<file path="config.mk">
export PLATFORM = sky130hd
export DESIGN_NAME = rate_monotonic_tick_scheduler
export DESIGN_NICKNAME = d
export VERILOG_FILES = /design/src/hw/rtl/rmts_pkg.sv /design/src/hw/rtl/rmts_cfg.sv /design/src/hw/rtl/rmts_ctrl.sv /design/src/hw/rtl/rmts_dp.sv /design/src/hw/rtl/rate_monotonic_tick_scheduler.sv
export SDC_FILE = /design/constraint.sdc
export NUM_CORES = 1
export LEC_CHECK = 0
export ABC_AREA = 1
export CORE_MARGIN = 10
export CORE_UTILIZATION = 60
export CTS_BUF_LIST = sky130_fd_sc_hd__clkbuf_8
export DETAILED_ROUTE_END_ITERATION = 7
export DONT_BUFFER_PORTS = 1
export PLACE_DENSITY = 0.76
export SLEW_MARGIN = 30
export SYNTH_ARGS = -nofsm -noshare
export SYNTH_HDL_FRONTEND = slang
export SYNTH_SLANG_ARGS = --single-unit
</file>
<file path="constraint.sdc">
create_clock -name clk -period 12.95 [get_ports clk]
set_input_delay 2.59 -clock clk [delete_from_list [all_inputs] [get_ports clk]]
set_output_delay 2.59 -clock clk [all_outputs]
set_load 0.02 [all_outputs]
</file>
<file path="src/hw/rtl/rmts_pkg.sv">
package rmts_pkg;

	localparam int TASK_SLOTS = 3;
	localparam int CFG_SLOTS  = 3;

	localparam int TIME_W     = 32;
	localparam int PERIOD_W   = 16;
	localparam int COUNT_W    = 2;
	localparam int TASK_NUM_W = 2;
	localparam int SLOT_W     = $clog2(TASK_SLOTS + 1);

	localparam int CFG_IDX_W  = 3;
	localparam int CFG_DATA_W = 32;

	localparam logic [CFG_IDX_W-1:0] REG_TASK_COUNT   = 3'd0;
	localparam int                   REG_PERIOD_BASE  = 1;
	localparam int                   REG_BUDGET_BASE  = REG_PERIOD_BASE + CFG_SLOTS;
	localparam logic [CFG_IDX_W-1:0] REG_FRAME_LENGTH = 3'd7;

	// remainder unit: bits of the tick time consumed per cycle
	localparam int STEP_BITS = 4;
	localparam int DIV_STEPS = TIME_W / STEP_BITS;
	localparam int DIV_CNT_W = $clog2(DIV_STEPS);

	typedef struct packed {
		logic [COUNT_W-1:0]                 task_count;
		logic [TASK_SLOTS-1:0][PERIOD_W-1:0] period;
		logic [TASK_SLOTS-1:0][PERIOD_W-1:0] budget;
		logic [TIME_W-1:0]                  frame_length;
	} cfg_t;

	typedef struct packed {
		logic start;
		logic div_step;
		logic reload;
		logic commit;
	} dp_cmd_t;

	typedef struct packed {
		logic div_done;
		logic out_free;
	} dp_stat_t;

endpackage

</file>
<file path="src/hw/rtl/rmts_cfg.sv">
module rmts_cfg (
	input  logic                               clk,
	input  logic                               arst_n,
	input  logic                               wr_en,
	input  logic [rmts_pkg::CFG_IDX_W-1:0]     wr_index,
	input  logic [rmts_pkg::CFG_DATA_W-1:0]    wr_data,
	output rmts_pkg::cfg_t                     cfg
);
	import rmts_pkg::*;

	cfg_t cfg_q;

	always_ff @(posedge clk or negedge arst_n) begin
		if (!arst_n) begin
			cfg_q.task_count <= '0;
			for (int i = 0; i < TASK_SLOTS; i++) begin
				cfg_q.period[i] <= PERIOD_W'(1);
				cfg_q.budget[i] <= '0;
			end
			cfg_q.frame_length <= TIME_W'(1);
		end else if (wr_en) begin
			if (wr_index == REG_TASK_COUNT) begin
				cfg_q.task_count <= wr_data[COUNT_W-1:0];
			end
			if (wr_index == REG_FRAME_LENGTH) begin
				cfg_q.frame_length <= wr_data[TIME_W-1:0];
			end
			for (int s = 0; s < CFG_SLOTS; s++) begin
				if (s < TASK_SLOTS) begin
					if (int'(wr_index) == REG_PERIOD_BASE + s) begin
						cfg_q.period[s] <= wr_data[PERIOD_W-1:0];
					end
					if (int'(wr_index) == REG_BUDGET_BASE + s) begin
						cfg_q.budget[s] <= wr_data[PERIOD_W-1:0];
					end
				end
			end
		end
	end

	assign cfg = cfg_q;

endmodule

</file>
<file path="src/hw/rtl/rmts_ctrl.sv">
module rmts_ctrl (
	input  logic                 clk,
	input  logic                 arst_n,
	input  logic                 in_valid,
	output logic                 in_stall,
	input  rmts_pkg::dp_stat_t   stat,
	output rmts_pkg::dp_cmd_t    cmd
);
	import rmts_pkg::*;

	localparam logic [1:0] ST_IDLE = 2'd0;
	localparam logic [1:0] ST_DIV  = 2'd1;
	localparam logic [1:0] ST_REL  = 2'd2;
	localparam logic [1:0] ST_SEL  = 2'd3;

	logic [1:0] state_q;
	logic [1:0] state_d;

	always_comb begin
		state_d = state_q;
		cmd     = '0;
		case (state_q)
			ST_IDLE: begin
				if (in_valid) begin
					cmd.start = 1'b1;
					state_d   = ST_DIV;
				end
			end
			ST_DIV: begin
				cmd.div_step = 1'b1;
				if (stat.div_done) begin
					state_d = ST_REL;
				end
			end
			ST_REL: begin
				cmd.reload = 1'b1;
				state_d    = ST_SEL;
			end
			ST_SEL: begin
				// hold until the output register can take the word
				if (stat.out_free) begin
					cmd.commit = 1'b1;
					state_d    = ST_IDLE;
				end
			end
			default: begin
				state_d = ST_IDLE;
			end
		endcase
	end

	always_ff @(posedge clk or negedge arst_n) begin
		if (!arst_n) begin
			state_q <= ST_IDLE;
		end else begin
			state_q <= state_d;
		end
	end

	assign in_stall = (state_q != ST_IDLE);

endmodule

</file>
<file path="src/hw/rtl/rmts_dp.sv">
module rmts_dp (
	input  logic                                clk,
	input  logic                                arst_n,
	input  rmts_pkg::cfg_t                      cfg,
	input  rmts_pkg::dp_cmd_t                   cmd,
	output rmts_pkg::dp_stat_t                  stat,
	input  logic                                restart,
	output logic                                out_valid,
	input  logic                                out_stall,
	output logic [rmts_pkg::TIME_W-1:0]         tick_time,
	output logic                                running,
	output logic [rmts_pkg::TASK_NUM_W-1:0]     task_number
);
	import rmts_pkg::*;

	function automatic logic [PERIOD_W-1:0] rem_step(
		input logic [PERIOD_W-1:0]  r,
		input logic [STEP_BITS-1:0] bits,
		input logic [PERIOD_W-1:0]  p
	);
		logic [PERIOD_W:0]   acc;
		logic [PERIOD_W-1:0] cur;
		cur = r;
		for (int k = STEP_BITS - 1; k >= 0; k--) begin
			acc = {cur, bits[k]};
			if (acc >= {1'b0, p}) begin
				acc = acc - {1'b0, p};
			end
			cur = acc[PERIOD_W-1:0];
		end
		return cur;
	endfunction

	logic [TIME_W-1:0]                   time_q;
	logic [TIME_W-1:0]                   tick_q;
	logic [TIME_W-1:0]                   div_q;
	logic [DIV_CNT_W-1:0]                cnt_q;
	logic [TASK_SLOTS-1:0][PERIOD_W-1:0] rem_q;
	logic [TASK_SLOTS-1:0][PERIOD_W-1:0] budget_q;

	logic                                out_valid_q;
	logic [TIME_W-1:0]                   tick_time_q;
	logic                                running_q;
	logic [TASK_NUM_W-1:0]               task_number_q;

	logic [TASK_SLOTS-1:0]               in_use;
	logic                                found;
	logic [SLOT_W-1:0]                   sel_idx;
	logic [PERIOD_W-1:0]                 best_p;
	logic [SLOT_W:0]                     sel_num;
	logic                                wrap;

	always_comb begin
		for (int i = 0; i < TASK_SLOTS; i++) begin
			in_use[i] = (i < int'(cfg.task_count));
		end
	end

	// shortest period among slots with budget left, lowest slot wins a tie
	always_comb begin
		found   = 1'b0;
		sel_idx = '0;
		best_p  = '0;
		for (int i = 0; i < TASK_SLOTS; i++) begin
			if (in_use[i] && budget_q[i] != '0 && (!found || cfg.period[i] < best_p)) begin
				found   = 1'b1;
				sel_idx = SLOT_W'(i);
				best_p  = cfg.period[i];
			end
		end
		sel_num = {1'b0, sel_idx} + (SLOT_W + 1)'(1);
	end

	// frame length of zero behaves as one
	assign wrap = (cfg.frame_length == '0) || (tick_q >= cfg.frame_length - TIME_W'(1));

	always_ff @(posedge clk) begin
		if (cmd.start) begin
			tick_q <= restart ? '0 : time_q;
			div_q  <= restart ? '0 : time_q;
			rem_q  <= '0;
		end else if (cmd.div_step) begin
			div_q <= div_q << STEP_BITS;
			for (int i = 0; i < TASK_SLOTS; i++) begin
				rem_q[i] <= rem_step(rem_q[i], div_q[TIME_W-1 -: STEP_BITS], cfg.period[i]);
			end
		end
	end

	always_ff @(posedge clk or negedge arst_n) begin
		if (!arst_n) begin
			cnt_q <= '0;
		end else if (cmd.start) begin
			cnt_q <= '0;
		end else if (cmd.div_step) begin
			cnt_q <= cnt_q + DIV_CNT_W'(1);
		end
	end

	always_ff @(posedge clk or negedge arst_n) begin
		if (!arst_n) begin
			time_q   <= '0;
			budget_q <= '0;
		end else begin
			if (cmd.start && restart) begin
				budget_q <= '0;
			end
			if (cmd.reload) begin
				for (int i = 0; i < TASK_SLOTS; i++) begin
					if (in_use[i] && cfg.period[i] != '0 && rem_q[i] == '0) begin
						budget_q[i] <= cfg.budget[i];
					end
				end
			end
			if (cmd.commit) begin
				for (int i = 0; i < TASK_SLOTS; i++) begin
					if (found && sel_idx == SLOT_W'(i)) begin
						budget_q[i] <= budget_q[i] - PERIOD_W'(1);
					end
				end
				time_q <= wrap ? '0 : tick_q + TIME_W'(1);
			end
		end
	end

	always_ff @(posedge clk or negedge arst_n) begin
		if (!arst_n) begin
			out_valid_q <= 1'b0;
		end else if (cmd.commit) begin
			out_valid_q <= 1'b1;
		end else if (!out_stall) begin
			out_valid_q <= 1'b0;
		end
	end

	always_ff @(posedge clk) begin
		if (cmd.commit) begin
			tick_time_q   <= tick_q;
			running_q     <= found;
			task_number_q <= found ? sel_num[TASK_NUM_W-1:0] : '0;
		end
	end

	assign stat.div_done = (cnt_q == DIV_CNT_W'(DIV_STEPS - 1));
	assign stat.out_free = !out_valid_q || !out_stall;

	assign out_valid   = out_valid_q;
	assign tick_time   = tick_time_q;
	assign running     = running_q;
	assign task_number = task_number_q;

endmodule

</file>
<file path="src/hw/rtl/rate_monotonic_tick_scheduler.sv">
// channel   direction  handshake            word
// in        input      in_valid / in_stall  restart
// out       output     out_valid / out_stall tick_time, running, task_number
// cfg       input      wr_en                wr_index, wr_data
//
// a tick steps through accept, the remainder unit (4 bits of the tick time per
// cycle, one lane per slot), release, then select and commit.
// the next tick is accepted while the previous word still waits at the output.
// a stalled output holds the block in its select step until the register frees.
// reset clears time, budgets and all handshake state and sets the configuration to its defaults.
module rate_monotonic_tick_scheduler (
	input  logic                                clk,
	input  logic                                arst_n,
	input  logic                                in_valid,
	output logic                                in_stall,
	input  logic                                restart,
	output logic                                out_valid,
	input  logic                                out_stall,
	output logic [rmts_pkg::TIME_W-1:0]         tick_time,
	output logic                                running,
	output logic [rmts_pkg::TASK_NUM_W-1:0]     task_number,
	input  logic                                wr_en,
	input  logic [rmts_pkg::CFG_IDX_W-1:0]      wr_index,
	input  logic [rmts_pkg::CFG_DATA_W-1:0]     wr_data
);
	import rmts_pkg::*;

	cfg_t     cfg;
	dp_cmd_t  cmd;
	dp_stat_t stat;

	rmts_cfg u_cfg (
		.clk      (clk),
		.arst_n   (arst_n),
		.wr_en    (wr_en),
		.wr_index (wr_index),
		.wr_data  (wr_data),
		.cfg      (cfg)
	);

	rmts_ctrl u_ctrl (
		.clk      (clk),
		.arst_n   (arst_n),
		.in_valid (in_valid),
		.in_stall (in_stall),
		.stat     (stat),
		.cmd      (cmd)
	);

	rmts_dp u_dp (
		.clk         (clk),
		.arst_n      (arst_n),
		.cfg         (cfg),
		.cmd         (cmd),
		.stat        (stat),
		.restart     (restart),
		.out_valid   (out_valid),
		.out_stall   (out_stall),
		.tick_time   (tick_time),
		.running     (running),
		.task_number (task_number)
	);

endmodule

</file>
After elaboration in Yosys (flattened, before gate mapping) --
Index checks and enable logic that the tools add are counted.
Operators by class: add/subtract/negate cells 19, order comparisons 18, eq/ne operators 17, mux-type cells 64, reduce and logical (&&, ||, !) cells 47
Operators by type and width (number):
- $mux 16 | 38
- $ge 17x16->1 | 12
- $sub 16x16->16 | 12
- $mux 48 | 3
- $mux 32 | 4
- $reduce_bool 16->1 | 6
- $logic_not 16->1 | 3
- $sub 16x1->16 const B | 3
- $add 32x1->32 const B | 1
- $ge 32x32->1 | 1
- $logic_not 32->1 | 1
- $lt 16x16->1 | 2
- $sub 32x1->32 const B | 1
- $eq 3x3->1 const B | 6
- $reduce_and 2->1 | 8
- $logic_and 1x1->1 | 15
- $mux 1 | 12
- $mux 2 | 4
- $pmux 2 s4 | 1
- $eq 2x2->1 const B | 3
- $eq 3x2->1 const B | 2
- $mux 3 | 2
- $ne 2x2->1 const B | 3
- $eq 2x1->1 const B | 2
- 11 further kinds | 20
Word-level totals: bits in registers 363, input port bits 41, output and inout bits 37, logic and storage cells 188

Logic depth before layout (Yosys ltp) --
depth after elaboration 15, depth in mapped cells 66, gate-level depth less buffers 63

Modules after synthesis --
From an unflattened synthesis, not the netlist that was laid out.
Unflattened totals: cells, all modules 3904, area total of the unflattened synthesis 28508.6 um2
By module, submodules not included:
- rmts_dp | times used 1, cells each 3300, area each 23258.6 um2, sequential area each 6035.8 um2
- rmts_cfg | times used 1, cells each 574, area each 5032.3 um2, sequential area each 3258.1 um2
- rmts_ctrl | times used 1, cells each 30, area each 217.7 um2, sequential area each 50.0 um2

Worst setup path before layout --
No wires, ideal clock.
path type register -> register, start point register u_cfg.cfg_q (netlist bit u_cfg.cfg[81]), end point register u_dp.rem_q[12] (netlist bit), library setup time 114 ps, data arrival time 8943 ps, data required time 12836 ps, setup slack 3893 ps, cell stages (with the launch flop) 66, buffers on the path 6, clock period less this slack 9057 ps, path through dfrtp_1 > inv_1 > ha_1 > nand2_1 > o21ai_2 > a21oi_2 > o21ai_2 > nand3b_1 > nand2_1 > a21boi_2 > nor2_1 > nand2_1 > nand2_2 > buf_6 > buf_2 > nand2_1 > nand2_1 > ha_1 > [... 30 more ...] > nand2_1 > a21oi_1 > o21ai_1 > a21oi_1 > o21bai_1 > nand3_1 > nor2_1 > nor2_1 > inv_1 > a21oi_1 > o21bai_1 > a211oi_1 > nand3_4 > inv_4 > buf_6 > nand2_1 > nand3_1 > nand2_1
Between the ends: cells in the longest elaborated chain, start to end 14, elaborated cells on any way between the ends 18, those cells by class 4 x add/sub; 4 x order compare; 10 x mux
Ends and longest elaborated chain:
- from (decl) | RTL line rmts_cfg.sv:11 | cfg_t cfg_q;
- $sub 16x16->16 or $ge 17x16->1 (tied branches) | RTL line rmts_dp.sv:27, rmts_dp.sv:26
- $mux 16 | RTL line rmts_dp.sv:26 | if (acc >= {1'b0, p}) begin
- $mux 16 | RTL line rmts_dp.sv:82 | end else if (cmd.div_step) begin
- $mux 16 | RTL line rmts_dp.sv:78 | if (cmd.start) begin
- $sub 16x16->16 or $ge 17x16->1 (tied branches) | RTL line rmts_dp.sv:27, rmts_dp.sv:26
- $mux 16 | RTL line rmts_dp.sv:26
- $mux 16 | RTL line rmts_dp.sv:82
- $mux 16 | RTL line rmts_dp.sv:78
- $sub 16x16->16 or $ge 17x16->1 (tied branches) | RTL line rmts_dp.sv:27, rmts_dp.sv:26
- $mux 16 | RTL line rmts_dp.sv:26
- $mux 16 | RTL line rmts_dp.sv:82
- $mux 16 | RTL line rmts_dp.sv:78
- $sub 16x16->16 or $ge 17x16->1 (tied branches) | RTL line rmts_dp.sv:27, rmts_dp.sv:26
- $mux 16 (*) | RTL line rmts_dp.sv:26
- to (signal, indexed assignment) | RTL line rmts_dp.sv:85 | rem_q[i] <= rem_step(rem_q[i], div_q[TIME_W-1 -: STEP_BITS], cfg.period[i]);
- to (decl) | RTL line rmts_dp.sv:38 | logic [TASK_SLOTS-1:0][PERIOD_W-1:0] rem_q;
Every way passes the cells marked *; elsewhere a longest branch is shown, timed or not. The select of a mux whose other input is x is not followed. A chain may end at the register's enable or synchronous reset.

Worst setup path in the final report --
start point register u_cfg.cfg_q (netlist bit u_cfg.cfg[81]), end point register u_dp.rem_q[13] (netlist bit)
The elaborated chain is that of the path after synthesis.

==> results.sh <==
export IMPL_clock_sinks=363
export IMPL_synth_nets=4171
export IMPL_numCtsBuffers=61
export IMPL_gp_congestion=0.987
export IMPL_gr_total_overflow=0
export IMPL_min_path_type="reg -> reg"
export IMPL_avgViaCountPerCell=5.72
export IMPL_drc=0
export IMPL_critical_path_max_stage_delay_ns=0.50
export IMPL_hold_viol=0
export IMPL_drtPass1Iterations=6
export IMPL_fin_crit_sh_pct=83.6
export IMPL_cts_hold_buf=0
export IMPL_critPathSlowestCell="dfrtp_1"
export IMPL_cts_root_buffer="clkbuf_8"
export IMPL_htreeDepth=2
export IMPL_seq_area_frac_synth_pct=32.7
export IMPL_required_ns=13.53
export IMPL_n_fill_cell=4199
export IMPL_core_area_sq_mm=0.0469
export IMPL_max_freq_mhz=92.4
export IMPL_relSlewSlack_pct=44.5
export IMPL_worst_path_buf_inv=6
export IMPL_clk_latency_ns=0.70
export IMPL_wl_um=78000
export IMPL_pin_count=78
export IMPL_drv_cap=0
export IMPL_cts_tree="done"
export IMPL_grt_pass1_vias=23800
export IMPL_drive_gt1_share_pct=5.86
export IMPL_crit_fanout=30
export IMPL_syn_instance_count=3852
export IMPL_fin_setup_tns_ns=0
export IMPL_start_util_pct=61.0
export IMPL_final_cell_mix="nand2_1, inv_1, o21ai_0"
export IMPL_cp_top_family="compound AO/OA/AOI/OAI gates"
export IMPL_grt_pass1_wl_um=125000
export IMPL_status="completed"
export IMPL_grt_max_degree=217
export IMPL_gr_usage_all_layers_pct=27.1
export IMPL_clockBufferDepth=3
export IMPL_yosys_area_top_type_share_pct=18.6
export IMPL_final_common_cell="nand2_1"
export IMPL_post_cts_buffers=0
export IMPL_setup_violations=0
export IMPL_yosysTopAreaCell="dfrtp_1"
export IMPL_synth_cell_type_count=78
export IMPL_dp_hpwl_um=56800
export IMPL_crit_path_end_kind="register"
export IMPL_rsz0062_at_grt="no"
export IMPL_post_cts_resized=0
export IMPL_synth_area_top_cells="dfrtp_1, nand2_1, ha_1"
export IMPL_nets=4137
export IMPL_syn_area_sq_mm=0.0286
export IMPL_io_buffers=0
export IMPL_arrival_ns=11.41
export IMPL_async_flop_share_pct=59.5
export IMPL_synth_seq_cells=363
export IMPL_path_clk_slew_ns=0.08
export IMPL_crit_type="reg -> reg"
export IMPL_antenna_found_initial=3
export IMPL_syn_to_final_growth_pct=6.49
export IMPL_slew_viol_final=0
export IMPL_crit_top_cell="nand2_1"
export IMPL_num_rows=79
export IMPL_ys_warn_count=0
export IMPL_routedWlPerCell_um=17.4
export IMPL_synth_edff_count=99
export IMPL_synth_main_ff_cell="dfrtp_1"
export IMPL_fp_dieH_um=238
export IMPL_die_area_sq_mm=0.0567
export IMPL_drt_first_iter_violations=2301
export IMPL_worstMarginPinSlew_ns=0.832
export IMPL_avgSynthCellArea_sq_um=7.42
export IMPL_final_antenna_net_count=0
export IMPL_min_period_ns=10.83
export IMPL_worst_clock_skew_ns=0.0525
export IMPL_critPathLaunchType="register"
export IMPL_num_vias=25600
export IMPL_die_w_um=238
==> tightest hold or removal path: cells and delay by family, from the launching register on <==
kind | cells | cell delay, ns
and+or+nand+nor | 1 | 0.05
DFF | 1 | 0.34
AOI/OAI and AO/OA | 1 | 0.06
==> path summary, 6_finish.rpt <==
check / cells after the start / to / start / slack [ns]
min in group asynchronous: 0 / u_cfg.cfg[51] / arst_n / 1.61
max in group asynchronous: 0 / u_cfg.cfg[80] / arst_n / 11.01
max reg2reg: 61 / u_dp.rem_q[13] / u_cfg.cfg[81] / 2.12
min reg2reg: 2 / u_cfg.cfg[64] / u_cfg.cfg[64] / 0.48
min: 2 / u_cfg.cfg[64] / u_cfg.cfg[64] / 0.48
max: 61 / u_dp.rem_q[13] / u_cfg.cfg[81] / 2.12
==> cell type report <==
class,count,area (sq um),share of cell area [%]
Timing Repair Buffer,15,113,0.370
Antenna cell,1,2.50,0.00823
Clock buffer,77,1060,3.48
Clock inverter,39,393,1.29
Multi-Input combinational cell,2902,17000,55.8
Sequential cell,363,9340,30.7
Tap cell,607,759,2.50
Inverter,475,1790,5.87
==> flip-flops by register name, summed over array words and instances, names as in the netlist, 2 cells and up <==
name	flops
u_cfg.cfg	130
u_ctrl.state_q	2
u_dp.budget_q	48
u_dp.cnt_q	3
u_dp.div_q	32
u_dp.rem_q	48
u_dp.task_number	2
u_dp.tick_q	32
u_dp.tick_time	32
u_dp.time_q	32
==> cell families after synthesis <==
| kind of cell | count (synthesis) | share of synthesized area, % |
|---|---|---|
| muxes | 5 | 0.197 |
| xor gates and xnor gates | 241 | 7.39 |
| DFF | 363 | 32.7 |
| and+or+nand+nor | 1697 | 25.8 |
| AOI/OAI and AO/OA | 681 | 13.4 |
| adders and majority gates | 278 | 12.5 |
| buffers and inverters | 587 | 8.08 |
==> synth_stat cells (5+ instances only) <==
cell type / n
nand2_1: 1058
inv_1: 464
o21ai_0: 285
ha_1: 266
a21oi_1: 215
dfrtp_1: 212
nor2_1: 212
nand3_1: 196
xor2_1: 150
edfxtp_1: 99
xnor2_1: 91
nand4_1: 76
clkbuf_1: 69
o21ai_1: 59
dfxtp_1: 48
nor3_1: 47
nor4_1: 34
buf_2: 23
o22ai_1: 22
fa_1: 12
nand2_2: 12
o21bai_1: 12
a211oi_1: 10
a21o_1: 10
buf_4: 10
a31oi_1: 9
nor2_2: 9
or2_2: 9
o21a_1: 8
inv_2: 7
nand3_4: 7
nor3_2: 7
nand2_4: 6
buf_1: 5
buf_6: 5
mux2_2: 5
==> routing by layer <==
metal  track usage, %  wire (um)  up-vias
met5                0          0        -
met4             8.35       2290        0
met3             4.71       7000      148
met2             40.8      33100      977
met1             39.0      35600    11800
li1                 -          -    12700
==> through the flow <==
step / area (sq um) / instances / worst slack (ns) / hold WS (ns) / util (%)
CTS: 30400 / 4478 / 2.23 / 0.482 / 64.9
finish: 30400 / 4479 / 2.12 / 0.480 / 64.9
global route: 30400 / 4478 / 0.751 / 0.497 / 64.9
detailed placement: 29000 / 4362 / 2.29 / 0.468 / 61.8
floorplan: 28600 / 3852 / 3.89 / 0.445 / -
global placement: 28900 / 4362 / 2.44 / 0.462 / 61.8
Power is left out: the tool's default activity adds up to more than one toggle a clock period on the data nets, which glitch-free logic cannot reach.
